## config.mk

```make
export PLATFORM = sky130hd
export DESIGN_NAME = swm_regs
export DESIGN_NICKNAME = d
export VERILOG_FILES = /design/src/hdl/swm_pkg.sv /design/src/hdl/swm_regs.sv
export SDC_FILE = /design/constraint.sdc
export NUM_CORES = 1
export LEC_CHECK = 0
export BUFFER_PORTS_ARGS = -buffer_cell sky130_fd_sc_hd__buf_2
export CORE_MARGIN = 10
export CORE_UTILIZATION = 29
export CTS_CLUSTER_SIZE = 8
export DETAILED_ROUTE_END_ITERATION = 16
export PLACE_DENSITY = 0.91
export REMOVE_ABC_BUFFERS = 1
export SLEW_MARGIN = 5
export SYNTH_ARGS = -nofsm -noshare
export SYNTH_HDL_FRONTEND = slang
export SYNTH_SLANG_ARGS = --single-unit
```

## constraint.sdc

```tcl
create_clock -name clk -period 0.9 [get_ports clk]
set_clock_uncertainty 0.1 [all_clocks]
set_input_delay 0.18 -clock clk [delete_from_list [all_inputs] [get_ports clk]]
set_output_delay 0.18 -clock clk [all_outputs]
set_load 0.005 [all_outputs]
```

## src/hdl/swm_pkg.sv

```systemverilog
// Shared types and constants for the sliding window maximum block.
`default_nettype none

package swm_pkg;

	localparam int SAMPLE_W       = 32;
	localparam int WLEN_W         = 7;
	localparam int WINDOW_MAX_DEF = 64;
	localparam int PADDR_W        = 3;
	localparam int PDATA_W        = 32;

	localparam logic [WLEN_W-1:0] WLEN_RESET = 7'd1;

	// Register index is paddr[2]: one register, index 1 lies beyond the map.
	localparam logic REG_WINDOW_LENGTH = 1'b0;

	typedef enum logic [2:0] {
		CMD_HOLD,
		CMD_AGE,
		CMD_SHIFT,
		CMD_INSERT,
		CMD_CLEAR
	} cell_cmd_t;

	typedef struct packed {
		cell_cmd_t                    cmd;
		logic signed [SAMPLE_W-1:0]   sample;
	} cell_ctrl_t;

	typedef enum logic {
		ST_IDLE,
		ST_RUN
	} swm_state_t;

endpackage

`default_nettype wire

```

## src/hdl/swm_regs.sv

```systemverilog
// APB-style configuration register file holding the window length.
`default_nettype none

module swm_regs (
	input  logic                          clk,
	input  logic                          arst_n,
	input  logic                          psel,
	input  logic                          penable,
	input  logic                          pwrite,
	input  logic [swm_pkg::PADDR_W-1:0]   paddr,
	input  logic [swm_pkg::PDATA_W-1:0]   pwdata,
	output logic [swm_pkg::PDATA_W-1:0]   prdata,
	output logic                          pready,
	output logic [swm_pkg::WLEN_W-1:0]    window_length
);
	import swm_pkg::*;

	logic [WLEN_W-1:0] wlen_q;
	logic              wr_en;

	assign pready = 1'b1;
	assign wr_en  = psel && penable && pwrite && (paddr[2] == REG_WINDOW_LENGTH);

	always_ff @(posedge clk or negedge arst_n) begin
		if (!arst_n) begin
			wlen_q <= WLEN_RESET;
		end else if (wr_en) begin
			wlen_q <= pwdata[WLEN_W-1:0];
		end
	end

	assign prdata = (paddr[2] == REG_WINDOW_LENGTH) ?
		{{(PDATA_W-WLEN_W){1'b0}}, wlen_q} : '0;
	assign window_length = wlen_q;

endmodule

`default_nettype wire

```

=== Word level (Yosys, flattened, before mapping) ===
Cells that the tools add are included.

* Bitwise logic cells: 1
* Reduce and logical (&&, ||, !) cells: 3
* Multiplexer cells: 1

{| class="wikitable"
|+ Operators with widths
! kind !! count
|-
| 7-bit two-way mux || 1
|-
| 1-bit logical AND || 3
|-
| 1-bit inverter || 1
|}

* Bits of input ports: 40
* Output and inout port bits: 40
* Register bits: 7
* Logic and storage cells: 6

=== Longest topological paths before layout ===
* Depth after elaboration: 3
* Mapped depth: 2

=== Least setup slack after synthesis ===
No wires, ideal clock.

* Path kind: register to output
* Start: register wlen_q[0] (netlist: window_length[0])
* End: output prdata[0] (netlist bit)
* Slack: -0.037 ns
* Stages on the path, launching flop included: 2
* Buffers on the path: 0
* Arrival time: 0.657 ns
* Path through: dfstp_2 -> and2b_2

* Word-level cells in the longest chain between the ends: 1

{| class="wikitable"
|+ Ends and longest elaborated chain
! what !! RTL line !! source
|-
| from (decl) || swm_regs.sv:18 || <nowiki>logic [WLEN_W-1:0] wlen_q;</nowiki>
|-
| from (signal assigned) || swm_regs.sv:28 || <nowiki>wlen_q <= pwdata[WLEN_W-1:0];</nowiki>
|-
| 7-bit two-way mux || swm_regs.sv:32 || <nowiki>assign prdata = (paddr[2] == REG_WINDOW_LENGTH) ?</nowiki>
|-
| to (decl) || swm_regs.sv:12 || <nowiki>output logic [swm_pkg::PDATA_W-1:0] prdata,</nowiki>
|}

Every way passes these cells.

=== Worst setup path after layout ===
Ends and elaborated chain as after synthesis.

==> metrics.md <==
| Metric | Value |
|---|---|
| #FFs+latches synth | 7 |
| Most frequent cell after synthesis | buf_4 |
| Final nets | about 130 |
| Area Overhead vs Synth | 43.55% |
| Synth Instances | 50 |
| Post-synth EDFFs | 0 |
| Antenna violations before repair | 0 |
| Clk sinks | 7 |
| Total routed wirelength | 1.531 mm |
| Fin. Hold Viols | 0 |
| Synth async-reset ratio | 100.0% |
| Worst path slowest cell | dfstp_2 |
| CP required | ~620 ps |
| Top area cells in the synthesized netlist | buf_4, dfrtp_1, mux2_2, and2b_2, dfstp_2 |
| Period minus WS final | ~1300 ps |
| Sequential area share after synthesis | about 32% |
| Place WS | -182.0 ps |
| Reg2reg setup slack | -70 ps |
| Vias in the first global route | 447 |
| Multi-input gate area | 276.5 µm² |
| Core Rows | 15 |
| Status | finished with violations |
| ANT nets after route | 0 |
| WP data arrival | 1010 ps |
| Worst-path clk slew | 50 ps |
| Power Total | ~1300 µW |
| WHS | 63.57 ps |
| Worst-skew pair later-pin latency | 250 ps |
| CTS buffer count | 3 |
| Hold Startpoint | pwdata[1] |
| Mapped cell area | 543.0 µm² |
| Die width | 63.27 µm |
| Hold Crit Depth | 2 |
| Final Cycle Share | 143.3% |
| WS Path Type | reg2out |
| Worst IR drop on VDD | 0.4628 mV |
| Max-cap violation count | 0 |
| Leak pwr | 0.0004491 µW |
| DPL Wire Length | approximately 1.3 mm |
| Initial Util | 31.11% |
| Fillers | roughly 180 |
| Critical R2R Launch | window_length[1]$_DFFE_PN0P_ |
| Max Root-Sink Buffers | 2 |
| CP startpoint kind | register |
| Hold Crit Class | in2reg |
| Area leader, netlist | buf_4 |
| Setup TNS | -4042 ps |
| Critical Path, Cell by Cell | and2b_2 > buf_6 |
| CTS tree | yes |
| Pin count of the biggest net entering global routing | 8 |
| RePlAce Congestion | 0.6557 |
| Post-DR vias/cell | around 3.6 |
| Violated checks | negative setup slack |
| H-tree depth | 1 |
| I/O Pins | 80 |
| Critical Path Source | window_length[0]$_DFFE_PN1P_ |
| DR WL/cell | ~14 µm |
| Yosys warns | 0 |
| Via count | 391 |
| Core ar. | 1745 µm² |
| Syn avg cell area | 10.86 µm² |
| Max FFs per register | 7 |
| DRT Pass-1 Iters | 2 |
| Crit path largest cell delay | 530 ps |
| PwrDens | 1640 nW/µm² |
| Post-synth top area share | 35.94% |
| Slew Limit Fails | 0 |
| Share of cells above drive strength 1 | 60.00% |
| Synth Flop Type | dfrtp_1 |
| Register cell area after layout | 176.4 µm² |
| End of the worst register-to-register path | window_length[1]$_DFFE_PN0P_ |
| Unrepaired setup endpoints after global routing | true |
| Hold Crit Endpoint | window_length[1]$_DFFE_PN0P_ |
| Distinct cell type count after synthesis | 7 |
| CP max FO | 3 |
| Final setup vio count | 18 |
| Worst Setup End Kind | output pin |
| Root buffer selected by CTS | clkbuf_4 |
| Iter 0 DRT Violations | 8 |
| Total GRT Usage | 7.505% |
| Final WS setup | -389.3 ps |
| Worst reg-to-reg path cell count | 2 |
| N_diodes | 0 |
| Max Fclk | 775.6 MHz |
| Grt total ovfl | 0 |
| First-pass GRT wire length | 2.359 mm |
| Die area | 4003 µm² |
| # DRC | 0 |
| IO buf count | 26 |
| Die height | 63.27 µm |
| Top post-synthesis cells by count | buf_4, and2b_2, mux2_2, dfrtp_1, conb_1 |
[kinds of logic after synthesis]
| kind of cell | Yosys count | share of synthesized area, % |
|---|---|---|
| buffers and inverters | 26 | 35.95 |
| and+or+nand+nor | 8 | 15.67 |
| muxes | 7 | 14.52 |
| DFF | 7 | 32.49 |
| other | 2 | 1.383 |
[cells in the final DEF, fill, tap and decap left out]
cell type,netlist,routed
clkbuf_1,0,1
buf_2,0,15
dlygate4sd3_1,0,1
conb_1,2,26
mux2_2,7,3
mux2_4,0,4
nand4b_4,1,1
buf_4,26,2
and2b_2,7,7
dfrtp_1,6,6
clkbuf_4,0,3
dfstp_2,1,1
buf_6,0,15
[routing by layer]
layer / vias to the layer above / track usage, % / part of all wire [%]
met1: 185 / 6.262 / 30
met5: - / 0 / 0
met2: 29 / 13.96 / 55
met4: 0 / 2.459 / 0
li1: 177 / - / -
met3: 0 / 4.947 / 15
[worst max-delay path by stage]
stage          depth (start not counted)                           end  slack [ps]
2_1_floorplan                          1                     prdata[0]         -40
3_3_place_gp                           3  window_length[3]$_DFFE_PN0P_        -170
3_5_place_dp                           3  window_length[3]$_DFFE_PN0P_        -180
4_1_cts                                2                     prdata[0]        -400
5_1_grt                                2                     prdata[0]        -440
6_report                               2                     prdata[0]        -390
[metrics by stage]
stage / util (%) / cell area (µm²) / cells
floorplan: - / 437.9 / 48
global placement: 35.20 / 614.3 / 101
detailed placement: 35.20 / 614.3 / 101
CTS: 43.94 / 767.0 / 110
global route: 44.66 / 779.5 / 110
finish: 44.66 / 779.5 / 110
[critical path: cells and delay by family, from the launching register on]
kind	cells	cell delay, ps
AND/OR/NAND/NOR	1	150
buffers and inverters	1	90
flip-flops	1	530
[what timing repair did]
item	CTS	global route
hold buffers	1	0
setup endpoints to repair	14	18
hold endpoints to repair	7	0
gates resized for setup	17	2
buffers inserted	4	0
[final cells by class]
type                            instances  area share (%)
Sequential cell                         7           22.63
Clock buffer                            4           3.371
Multi-Input combinational cell         41           35.47
Tap cell                               25           4.013
Timing Repair Buffer                   33           34.51
[power breakdown]
part	internal (µW)	switching [µW]	total [µW]	leakage [µW]
Combinational	370	193	564	0.000352
Sequential	392	43.4	436	0.0000825
Clock	169	110	279	0.0000150
Power figures use the tool's default switching activity.
