**config.mk**
```make
export PLATFORM = sky130hd
export DESIGN_NAME = swm_cell
export DESIGN_NICKNAME = d
export VERILOG_FILES = /design/src/hdl/swm_pkg.sv /design/src/hdl/swm_cell.sv
export SDC_FILE = /design/constraint.sdc
export NUM_CORES = 1
export LEC_CHECK = 0
export ABC_CLOCK_PERIOD_IN_PS = 4900
export BUFFER_PORTS_ARGS = -buffer_cell sky130_fd_sc_hd__buf_4
export CAP_MARGIN = 20
export CORE_AREA = 2 2 80 82
export DETAILED_ROUTE_END_ITERATION = 7
export DIE_AREA = 0 0 82 84
export PLACE_DENSITY = 0.8
export SLEW_MARGIN = 10
export SYNTH_ARGS = -nofsm -noshare
export SYNTH_HDL_FRONTEND = slang
export SYNTH_SLANG_ARGS = --single-unit
```
**constraint.sdc**
```tcl
create_clock -name clk -period 4.9 [get_ports clk]
set_clock_uncertainty 0.05 [all_clocks]
set_input_delay 0 -clock clk [delete_from_list [all_inputs] [get_ports clk]]
set_output_delay 0 -clock clk [all_outputs]
set_load 0.01 [all_outputs]
```
**src/hdl/swm_pkg.sv**
```systemverilog
// Shared types and constants for the sliding window maximum block.
`default_nettype none

package swm_pkg;

	localparam int SAMPLE_W       = 32;
	localparam int WLEN_W         = 7;
	localparam int WINDOW_MAX_DEF = 64;
	localparam int PADDR_W        = 3;
	localparam int PDATA_W        = 32;

	localparam logic [WLEN_W-1:0] WLEN_RESET = 7'd1;

	// Register index is paddr[2]: one register, index 1 lies beyond the map.
	localparam logic REG_WINDOW_LENGTH = 1'b0;

	typedef enum logic [2:0] {
		CMD_HOLD,
		CMD_AGE,
		CMD_SHIFT,
		CMD_INSERT,
		CMD_CLEAR
	} cell_cmd_t;

	typedef struct packed {
		cell_cmd_t                    cmd;
		logic signed [SAMPLE_W-1:0]   sample;
	} cell_ctrl_t;

	typedef enum logic {
		ST_IDLE,
		ST_RUN
	} swm_state_t;

endpackage

`default_nettype wire

```
**src/hdl/swm_cell.sv**
```systemverilog
// One queue cell: holds a candidate value, its age and a valid bit.
`default_nettype none

module swm_cell #(
	parameter int AGE_W   = 7,
	parameter int AGE_MAX = 64,
	parameter bit TAIL    = 1'b0
) (
	input  logic                               clk,
	input  logic                               arst_n,
	input  swm_pkg::cell_ctrl_t                ctrl,
	input  logic signed [swm_pkg::SAMPLE_W-1:0] nxt_value,
	input  logic [AGE_W-1:0]                   nxt_age,
	input  logic                               nxt_valid,
	input  logic                               prev_kept,
	output logic signed [swm_pkg::SAMPLE_W-1:0] value,
	output logic [AGE_W-1:0]                   age,
	output logic                               valid,
	output logic                               kept
);
	import swm_pkg::*;

	logic signed [SAMPLE_W-1:0] value_q;
	logic [AGE_W-1:0]           age_q;
	logic                       valid_q;
	logic                       take;
	logic [AGE_W-1:0]           age_inc;

	// A candidate survives the insert only if it is strictly above the new sample.
	assign kept = valid_q && (value_q > ctrl.sample);
	// The new sample lands right behind the last surviving candidate.
	assign take = TAIL ? prev_kept : (prev_kept && !kept);
	assign age_inc = (age_q == AGE_W'(AGE_MAX)) ? age_q : age_q + AGE_W'(1);

	always_ff @(posedge clk or negedge arst_n) begin
		if (!arst_n) begin
			valid_q <= 1'b0;
		end else begin
			case (ctrl.cmd)
				CMD_SHIFT:  valid_q <= nxt_valid;
				CMD_INSERT: valid_q <= kept || take;
				CMD_CLEAR:  valid_q <= 1'b0;
				default:    valid_q <= valid_q;
			endcase
		end
	end

	always_ff @(posedge clk) begin
		case (ctrl.cmd)
			CMD_AGE: begin
				age_q <= age_inc;
			end
			CMD_SHIFT: begin
				value_q <= nxt_value;
				age_q   <= nxt_age;
			end
			CMD_INSERT: begin
				if (take) begin
					value_q <= ctrl.sample;
					age_q   <= '0;
				end
			end
			default: begin
				value_q <= value_q;
			end
		endcase
	end

	assign value = value_q;
	assign age   = age_q;
	assign valid = valid_q;

endmodule

`default_nettype wire

```
Word level (Yosys, flattened, before mapping):

Index checks and enable logic that the tools add are counted.

* multiplexer cells: 6
* equal/unequal tests: 7
* order comparisons: 1
* reductions and logical operators: 9
* add/subtract/negate cells: 1

Operator list (number)
* case mux 32 bit (2 select lines): 1
* > comparator 32 bit: 1
* 2-to-1 mux 32 bit: 1
* case mux 7 bit (3 select lines): 1
* 2-to-1 mux 7 bit: 2
* adder 7 x 1 -> 7 bit, second input constant: 1
* equality test 7 bit, second input constant: 1
* equality test 3 x 2 -> 1 bit, second input constant: 2
* nonzero test 3 bit: 2
* inequality test 2 bit, second input constant: 2
* equality test 3 x 1 -> 1 bit, second input constant: 1
* equality test 3 bit, second input constant: 1
* case mux 1 bit (3 select lines): 1
* AND reduction 3 bit: 1
* logical AND 1 bit: 2
* AND reduction 2 bit: 1
* nonzero test 2 bit: 1
* logical NOT 1 bit: 1
* logical OR 1 bit: 1

* register bits: 40
* word-level logic and storage cells: 27
* output and inout bits: 41
* bits of input ports: 78

Longest topological paths before layout:

Gate-level depths: netlist of the first run.

* depth after elaboration: 6
* mapped depth: 9
* gate-level depth less buffers: 9

Worst setup path before layout of the first run:

Ideal clock, no wire load.

* path kind: register to register
* start point: register value_q[7], in the netlist value[7]
* end point: register value_q[0], in the netlist value[0], enable pin
* library setup time: 433 ps
* buffers on the path: 0
* data arrival time: 3319 ps
* clock period less this slack: 3802 ps
* path slack: 1098 ps
* stages on the path, launching flop included: 9
* data required time: 4417 ps
* path through: edfxtp_1 ha_1 a21oi_1 o21ai_0 a221oi_1 nor3_1 o31ai_1 a21oi_2 o22ai_1

* longest elaborated chain between the ends: 6

RTL lines
* start: declaration: RTL line swm_cell.sv:23 `logic signed [SAMPLE_W-1:0] value_q;`
* start signal: assignment: RTL line swm_cell.sv:54 `value_q <= nxt_value;`
* start signal: assignment: RTL line swm_cell.sv:59 `value_q <= ctrl.sample;`
* start signal: assignment: RTL line swm_cell.sv:64 `value_q <= value_q;`
* > comparator 32 bit: RTL line swm_cell.sv:30 `assign kept = valid_q && (value_q > ctrl.sample);`
* logical AND 1 bit: RTL line swm_cell.sv:30
* via kept: RTL line swm_cell.sv:19 `output logic kept`
* logical NOT 1 bit: RTL line swm_cell.sv:32 `assign take = TAIL ? prev_kept : (prev_kept && !kept);`
* logical AND 1 bit: RTL line swm_cell.sv:32
* inequality test 2 bit (no line)
* AND reduction 2 bit (no line)

The timed path passes the listed nets, and every way through them passes these cells.
A chain may end at the register's enable or synchronous reset.

Worst setup path after layout of the first run:

* start point: register value_q[31], in the netlist value[31]
* end point: register age_q[5], in the netlist age[5], enable pin

* longest elaborated chain between the ends: 6

RTL lines
* > comparator 32 bit: RTL line swm_cell.sv:30
* logical AND 1 bit: RTL line swm_cell.sv:30
* logical NOT 1 bit: RTL line swm_cell.sv:32
* logical AND 1 bit: RTL line swm_cell.sv:32
* inequality test 2 bit (no line)
* AND reduction 3 bit (no line)
* end signal: assignment: RTL line swm_cell.sv:51 `age_q <= age_inc;`
* end signal: assignment: RTL line swm_cell.sv:55 `age_q <= nxt_age;`
* end: declaration: RTL line swm_cell.sv:24 `logic [AGE_W-1:0] age_q;`

Every way passes these cells.

==> results.json, run 1 <==
{
  "max_cap_viol_count": 0,
  "grtUsageTotal_pct": 20.32,
  "crit_type": "flop to flop",
  "cp.arrival_ps": 2870,
  "slowest_stage": "o21ai_0",
  "finalWeightedCongestion": 0.7717,
  "syn-cell-area_um2": 2605,
  "fmax_ghz": 0.3316,
  "finalSetupTns_ps": 0,
  "path_clk_slew_ps": 80,
  "die_w_um": 82,
  "multi_input_area_um2": 1267,
  "io_pins": 119,
  "end_kind": "flop",
  "die-area_um2": 6888,
  "max_slew.worst_pin.slew_ps": 994.7,
  "wl_met3_um": 406,
  "vias": 2535,
  "cts.sinks": 40,
  "post_drt_via_cell_ratio": 5.030,
  "ys_warn_count": 0,
  "critPathMaxFanout": 7,
  "startpoint": "value[31]",
  "grt_pass1_wl_um": 11010,
  "syn_area_per_cell_um2": 9.648,
  "regArea_um2": 1196,
  "powerDensity_nw_per_um2": 217.2,
  "wl_met1_um": 2656,
  "synth_cells": 270,
  "async_flop_share_pct": 2.500,
  "nFillCells": 503,
  "crit_chain": "ha_1, nand4_1, nor2_1, nand3_1, nor3_1, or4_1, a21oi_2, o21ai_0",
  "rows": 29,
  "drtPass1Iterations": 4,
  "ctsResizeCount": 0,
  "p_sw_share_pct": 26.98,
  "wl_per_cell_um": 13.69,
  "coreArea_um2": 6096,
  "final_max_slew_viol_count": 0,
  "synth_top_cell_area_share_pct": 44.96,
  "drtIter0Drc": 58,
  "p_leak_nw": 1.910,
  "slowest_delay_ps": 760,
  "antenna_left": 0,
  "seq_power_share_pct": 48.4,
  "routed_wl_um": 6898,
  "die_h_um": 84,
  "synth_area_leaders": "edfxtp_1 45%, ha_1 16%, o21ai_0 7.1%",
  "relSlewSlack_pct": 33.45,
  "diodes": 0,
  "hold_path.class": "input port to flop",
  "yosysTopAreaCell": "edfxtp_1",
  "numPlacedInstances": 458,
  "area_growth_pct": 55.38,
  "finalSetupViolCount": 0,
  "clk_latency_ps": 280,
  "cp_num_buf_inv": 0,
  "drc": 0,
  "fin_crit_ps": 3016,
  "fin_cells": 504,
  "initial_core_util_pct": 42.73,
  "status": "completed",
  "yosysMostFrequentCell": "nand2_1",
  "grt_overflow": 0,
  "wl_met2_um": 3777,
  "syn_nets": 382,
  "worst_ep_required_time_ps": 4760,
  "synthFlopType": "edfxtp_1",
  "p_comb_share_pct": 27.9,
  "ys_ff_latch": 40,
  "cp_top_family": "simple AND/OR/NAND/NOR gates",
  "p_sw_mw": 0.2372,
  "grt_pass1_vias": 2577,
  "h-tree-depth": 2,
  "antenna_found_initial": 0,
  "rsz0062_at_grt": "no",
  "finalHoldViolations": 0,
  "cts_root_buf": "clkbuf_8",
  "port_buffers": 118,
  "worstHoldStart": "nxt_age[1]",
  "dr.max_layer_used": "met4",
  "worst_setup_path_start_kind": "flop",
  "netlist-cell-type-count": 40,
  "max-clock-path-buffers": 2,
  "tritoncts": "built",
  "ys_seq_area_share_pct": 45.92,
  "synth_edf_count": 39,
  "dp_hpwl_um": 5033,
  "nNetsFinal": 538,
  "drive_above_1_share_pct": 30.68,
  "ir_worst_vdd_mv": 0.1320,
  "fin_crit_sh_pct": 61.54,
  "clockPowerShare_pct": 23.7,
  "cts_buffers": 5,
  "grt_start_max_net_pins": 65,
  "r2r_start": "value[31]",
  "p_int_mw": 0.6421,
  "yosys-top-cells-count": "42 x nand2_1, 39 x edfxtp_1, 37 x o21ai_0"
}
cell families (layout without fill, tap and decap cells):
logic type      count (synthesis)  after routing  share of synthesized area, %
flops                          40             40                         45.92
buf+inv                        42            199                         6.052
xor+xnor                        5              5                         1.681
compound gates                 76             76                         16.43
mux                             1              1                        0.4322
simple gates                   72             72                         13.16
fa+ha+maj                      34             34                         16.33
worst reg2reg max path, delay by kind of cell (launching register included):
family / cells / cell delay, ps
flops: 1 / 400
compound gates: 2 / 860
fa+ha+maj: 1 / 370
simple gates: 5 / 960
metal layers:
metal | GRT usage [%] | vias up
met5 | 0 | -
met2 | 38.58 | 84
met1 | 22.57 | 1164
met4 | 4.091 | 0
met3 | 4.329 | 6
li1 | - | 1281
final cells by class:
class	instances	area share [%]
flip-flops and latches	40	29.55
multi-input cells	188	31.31
well taps	77	2.380
inverters	35	3.246
repair buffers	156	31.53
clock inverters	1	0.09274
clock buffers	7	1.886
cells in the final DEF, fill, tap and decap left out, types with 2 or more instances in the layout:
| cell | n |
|---|---|
| nand2_1 | 41 |
| nand4_1 | 4 |
| clkbuf_1 | 2 |
| and4_1 | 2 |
| nor4b_1 | 2 |
| o21ai_0 | 37 |
| a21oi_1 | 24 |
| ha_1 | 34 |
| nor2_1 | 5 |
| nor2b_1 | 2 |
| inv_1 | 34 |
| dlygate4sd3_1 | 37 |
| xor2_1 | 2 |
| edfxtp_1 | 39 |
| clkinv_1 | 2 |
| clkbuf_8 | 5 |
| buf_4 | 118 |
| nand3_1 | 7 |
| xnor2_1 | 3 |
| nor3_1 | 2 |
flip-flops by register name, indices dropped and copies added (netlist names):
name,cells
age,7
valid,1
value,32
worst paths after layout:
path | end | slack (ps) | depth (start not counted)
worst max-delay path | age[5] | 1880 | 8
worst min-delay path | age[1] | 10 | 3
worst max register to register | age[5] | 1880 | 8
worst min register to register | age[0] | 630 | 1
max in group asynchronous | valid | 4150 | 3
min in group asynchronous | valid | 550 | 3
power by group through the flow:
stage	clock network, mW	logic, mW	registers, mW
6_report	0.209	0.245	0.425
5_1_grt	0.222	0.274	0.429
4_1_cts	0.210	0.243	0.426
3_5_place_dp	0	0.217	0.433
3_3_place_gp	0	0.210	0.432
2_1_floorplan	0	0.0952	0.441
what timing repair did:
| action | CTS | global route |
|---|---|---|
| hold buffers | 37 | 0 |
| hold endpoints to repair | 34 | 0 |
| setup buffers | 0 | 0 |
metrics by stage:
step	utilization (%)	total power [mW]	cell area (um^2)	setup WS (ps)	hold slack, ps
floorplan	-	0.5364	2605	1098	-345.6
global placement	58.68	0.6423	3577	1821	-274.8
detailed placement	58.68	0.6508	3577	1739	-273.8
CTS	66.07	0.8783	4028	1716	8.482
global route	66.40	0.9246	4048	1476	29.78
finish	66.40	0.8793	4048	1884	12.52
Power figures use the tool's default switching activity.
==> inputs of run 2 (changes only) <==
ABC_CLOCK_PERIOD_IN_PS = 2850   (was 4900)
clock period = 2.85 ns   (was 4.9 ns; I/O delays follow)
==> run 2 against run 1 <==
  * Power grew 80%
  * First-iteration DRC count grew 91%
  * Flip-flop and latch count unchanged
  * Sequential power is 73% higher
  * Register-to-register slack worse by 1800 ps
  * Non-clock buffer count rose by 29
  * Design area rose by 8.0%
  * Global-route usage is 2.2 points higher
  * Wire length grew 11%
==> results.json, run 2 (synthesis results as in run 1) <==
{
  "status": "completed",
  "clockPowerShare_pct": 22.8,
  "cp.arrival_ps": 2770,
  "io_pins": 119,
  "grt_pass1_vias": 2739,
  "drtIter0Drc": 111,
  "worst_setup_path_start_kind": "flop",
  "die_h_um": 84,
  "max_cap_viol_count": 0,
  "drtPass1Iterations": 5,
  "drive_above_1_share_pct": 37.20,
  "h-tree-depth": 2,
  "finalWeightedCongestion": 0.8121,
  "routed_wl_um": 7633,
  "final_max_slew_viol_count": 0,
  "fin_area_um2": 4370,
  "path_clk_slew_ps": 70,
  "p_int_mw": 1.152,
  "initial_core_util_pct": 42.73,
  "p_leak_nw": 2.061,
  "rows": 29,
  "finalHoldViolations": 0,
  "finalSetupViolCount": 0,
  "ir_worst_vdd_mv": 0.2747,
  "fin_crit_ps": 2770,
  "antenna_found_initial": 0,
  "place_area_um2": 3727,
  "area_growth_pct": 67.77,
  "fmax_ghz": 0.3610,
  "tritoncts": "built",
  "diodes": 0,
  "dp_hpwl_um": 5233,
  "end_kind": "flop",
  "grtUsageTotal_pct": 22.48,
  "seq_power_share_pct": 46.4,
  "worst_ep_required_time_ps": 2850,
  "final_cell_mix": "145 x buf_4, 41 x nand2_1, 39 x edfxtp_1",
  "max-clock-path-buffers": 2,
  "cts_buffers": 5,
  "p_sw_share_pct": 27.18,
  "die_w_um": 82,
  "drc": 0,
  "grt_overflow": 0,
  "grt_start_max_net_pins": 51,
  "hold_path.class": "input port to flop",
  "post_drt_via_cell_ratio": 5.067,
  "max_slew.worst_pin.slew_ps": 755.5,
  "cts_root_buf": "clkbuf_8",
  "fin_crit_sh_pct": 97.20,
  "antenna_left": 0,
  "largest_register_ffs": 32,
  "die-area_um2": 6888,
  "relSlewSlack_pct": 49.45,
  "mostFrequentLayoutCell": "buf_4",
  "p_sw_mw": 0.4301,
  "finalSetupTns_ps": 0,
  "nNetsFinal": 568,
  "port_buffers": 118,
  "grt_pass1_wl_um": 12000,
  "crit_type": "flop to flop",
  "vias": 2706,
  "p_comb_share_pct": 30.9,
  "powerDensity_nw_per_um2": 362.1,
  "critPathMaxFanout": 16,
  "wl_per_cell_um": 14.29,
  "coreArea_um2": 6096,
  "clk_latency_ps": 290,
  "cts.sinks": 40
}
## run 2: metal layers
| layer | vias to the layer above | track usage (%) | share of wire, % |
|---|---|---|---|
| met2 | 115 | 41.61 | 54 |
| met3 | 16 | 5.195 | 6.5 |
| met5 | - | 0 | 0 |
| met1 | 1235 | 24.79 | 38 |
| li1 | 1340 | - | - |
| met4 | 0 | 6.515 | 1.9 |
## run 2: final timing paths
check,start,end,slack [ps],cells past startpoint
setup / recovery,value[23],value[3],80,9
hold / removal,nxt_value[31],value[31],10,3
setup reg to reg,value[23],value[3],80,9
hold reg to reg,age[0],age[0],650,1
max in group asynchronous,arst_n,valid,2160,3
min in group asynchronous,arst_n,valid,490,3
## run 2: area by class of cell
type	count	area, um^2
Inverter	35	131.4
Timing Repair Buffer	185	1503
Clock buffer	8	80.08
Multi-Input combinational cell	189	1364
Sequential cell	40	1196
Tap cell	77	96.34
Fill cell	458	1725
## run 2: power by group through the flow
stage | Sequential, mW | Combinational, mW | Clock [mW]
after global routing | 0.739 | 0.540 | 0.395
after detailed placement | 0.746 | 0.396 | 0
after floorplan | 0.757 | 0.167 | 0
after CTS | 0.732 | 0.453 | 0.367
after global placement | 0.743 | 0.386 | 0
final | 0.734 | 0.488 | 0.360
## run 2: worst max-delay path, stage by stage, from the launching register on
cell       delay [ps]
edfxtp_1          420
ha_1              300
and4_2            250
a31oi_1           190
nand4bb_1         170
or4_4             570
a21oi_4           200
buf_4             150
o22ai_4            70
buf_12            180
## run 2: metrics by stage
stage / std cells / util, % / power [mW] / hold WS (ps) / setup WS [ps]
final: 534 / 71.70 / 1.582 / 15.00 / 79.75
after global routing: 534 / 71.70 / 1.674 / 11.23 / -9.630
after CTS: 525 / 69.13 / 1.552 / 1.929 / 21.37
after detailed placement: 478 / 61.15 / 1.142 / -273.6 / -232.0
after global placement: 478 / 61.15 / 1.129 / -272.8 / -149.1
after floorplan: 270 / - / 0.9241 / -345.6 / 59.94
## run 2: timing repair
item,CTS,global route
hold buffers,36,0
setup buffers,2,9
endpoints found under the setup margin,32,40
pin swaps,3,10
endpoints found under the hold margin,33,0
resized for setup,4,11
cloned,1,0
==> inputs of run 3 (changes only) <==
CORE_AREA = 2 2 97 99   (was 2 2 80 82)
DIE_AREA = 0 0 99 101   (was 0 0 82 84)
PLACE_DENSITY = 0.59   (was 0.8)
==> run 3 against run 2 <==
  * Combinational power decreased by 5.5%
  * Clock power increased by 14%
  * Maximum frequency increased by 0.17%
  * Largest cell class unchanged
  * First-iteration DRC count decreased by 59%
  * Non-clock buffer count decreased by 17
  * Global-route usage decreased by 7.9 points
  * Highest routed layer unchanged
  * Critical path depth unchanged
  * Sequential power about the same
  * Setup slack improved by 4.8 ps
  * Critical endpoint is now value[28]
  * Design area decreased by 1.5%
  * Sequential share of layout area increased by 0.43 points
  * Power increased by 1.4%
==> results.json, run 3 (synthesis results as in run 1) <==
{
  "slowest_stage": "or4_4",
  "critPathMaxFanout": 6,
  "initial_core_util_pct": 29.02,
  "cp_top_family": "simple AND/OR/NAND/NOR gates",
  "path_clk_slew_ps": 80,
  "fin_crit_ps": 2765,
  "fin_crit_sh_pct": 97.03,
  "fin_area_um2": 4303,
  "die-area_um2": 9999,
  "nFillCells": 847,
  "cp_num_buf_inv": 1,
  "diodes": 0,
  "final_cell_mix": "127 x buf_4, 41 x nand2_1, 39 x edfxtp_1",
  "vias": 2575,
  "rows": 35,
  "preCtsSetupSlack_ps": 40.89,
  "finalHoldViolations": 0,
  "relSlewSlack_pct": 56.55,
  "routed_wl_um": 7523,
  "max_slew.worst_pin.slew_ps": 649.4,
  "finalSetupTns_ps": 0,
  "post-route-util_pct": 47.93,
  "clk_latency_ps": 290,
  "grt_overflow": 0,
  "crit_chain": "ha_1, a211oi_2, nor2_1, o21ai_2, nand4bb_1, or4_4, a21oi_4, o22ai_4, clkbuf_16",
  "multi_input_area_um2": 1345,
  "cp.arrival_ps": 2770,
  "nNetsFinal": 550,
  "worst_setup_path_start_kind": "flop",
  "use_met2_pct": 26.66,
  "hold_path.class": "input port to flop",
  "place_area_um2": 3677,
  "mostFrequentLayoutCell": "buf_4",
  "die_h_um": 101,
  "antenna_found_initial": 0,
  "grtUsageTotal_pct": 14.61,
  "drc": 0,
  "max-clock-path-buffers": 2,
  "slowest_delay_ps": 600,
  "met3_usage_pct": 4.022,
  "status": "completed",
  "grt_start_max_net_pins": 40,
  "fmax_ghz": 0.3616,
  "max_cap_viol_count": 0,
  "grt_pass1_wl_um": 11640,
  "drtIter0Drc": 45,
  "busiest_layer": "met2",
  "cts_buffers": 5,
  "grtUsageMet1_pct": 17.36,
  "io_pins": 119,
  "regArea_um2": 1196,
  "hold_slack_ps": 9.433,
  "drive_above_1_share_pct": 34.85,
  "ir_worst_vdd_mv": 0.2075,
  "end_kind": "flop",
  "final_max_slew_viol_count": 0,
  "port_buffers": 118,
  "cts.sinks": 40,
  "crit_type": "flop to flop",
  "tritoncts": "built",
  "largest_register_ffs": 32,
  "worst_ep_required_time_ps": 2860,
  "grt_pass1_vias": 2550,
  "antenna_left": 0,
  "p_leak_nw": 1.993,
  "h-tree-depth": 2,
  "finalSetupViolCount": 0,
  "finalWeightedCongestion": 0.7468,
  "area_growth_pct": 65.18,
  "drtPass1Iterations": 4,
  "powerDensity_nw_per_um2": 373.0,
  "coreArea_um2": 8977,
  "post_drt_via_cell_ratio": 4.682,
  "dp_hpwl_um": 5635,
  "cts_root_buf": "clkbuf_8",
  "die_w_um": 99,
  "wl_per_cell_um": 13.68,
  "timing.final.ws_setup_ps": 84.53
}
run 3: worst paths after layout:
path                             from        end  slack, ps  cells after the start
min in group asynchronous      arst_n      valid        490                      3
hold reg to reg                age[0]     age[0]        620                      1
hold / removal             nxt_age[5]     age[5]          9                      3
setup / recovery            value[21]  value[28]         80                      9
max in group asynchronous      arst_n      valid       2150                      3
setup reg to reg            value[21]  value[28]         80                      9
run 3: where the power goes:
part | internal (mW) | switching (mW) | leakage, nW
logic | 0.259 | 0.202 | 1.56
registers | 0.701 | 0.0315 | 0.378
clock network | 0.221 | 0.191 | 0.0515
total | 1.18 | 0.424 | 1.99
run 3: layout make-up:
class                           count  area share, %
Inverter                           35          3.053
Clock buffer                        8          2.326
Multi-Input combinational cell    188          31.26
Sequential cell                    40          27.80
Timing Repair Buffer              168          32.33
Tap cell                          111          3.228
run 3: repair_timing:
item | 4_1_cts | 5_1_grt
resized for setup | 0 | 12
setup buffers | 0 | 5
hold endpoints to repair | 34 | 0
hold buffers | 37 | 0
endpoints found under the setup margin | 0 | 40
run 3: layer usage:
metal | wire length [um] | up-vias
met2 | 3772 | 83
met1 | 3190 | 1184
met5 | 0 | -
met3 | 505 | 5
met4 | 55 | 0
li1 | - | 1303
run 3: tightest hold or removal path, stage by stage:
cell and delay, ps:
buf_4 80, a21oi_1 50, a21oi_1 100
run 3: stage by stage:
| step | total power, mW | std cells |
|---|---|---|
| 5_1_grt | 1.709 | 550 |
| 2_1_floorplan | 0.9241 | 270 |
| 3_3_place_gp | 1.130 | 498 |
| 6_report | 1.605 | 550 |
| 4_1_cts | 1.593 | 543 |
| 3_5_place_dp | 1.136 | 498 |
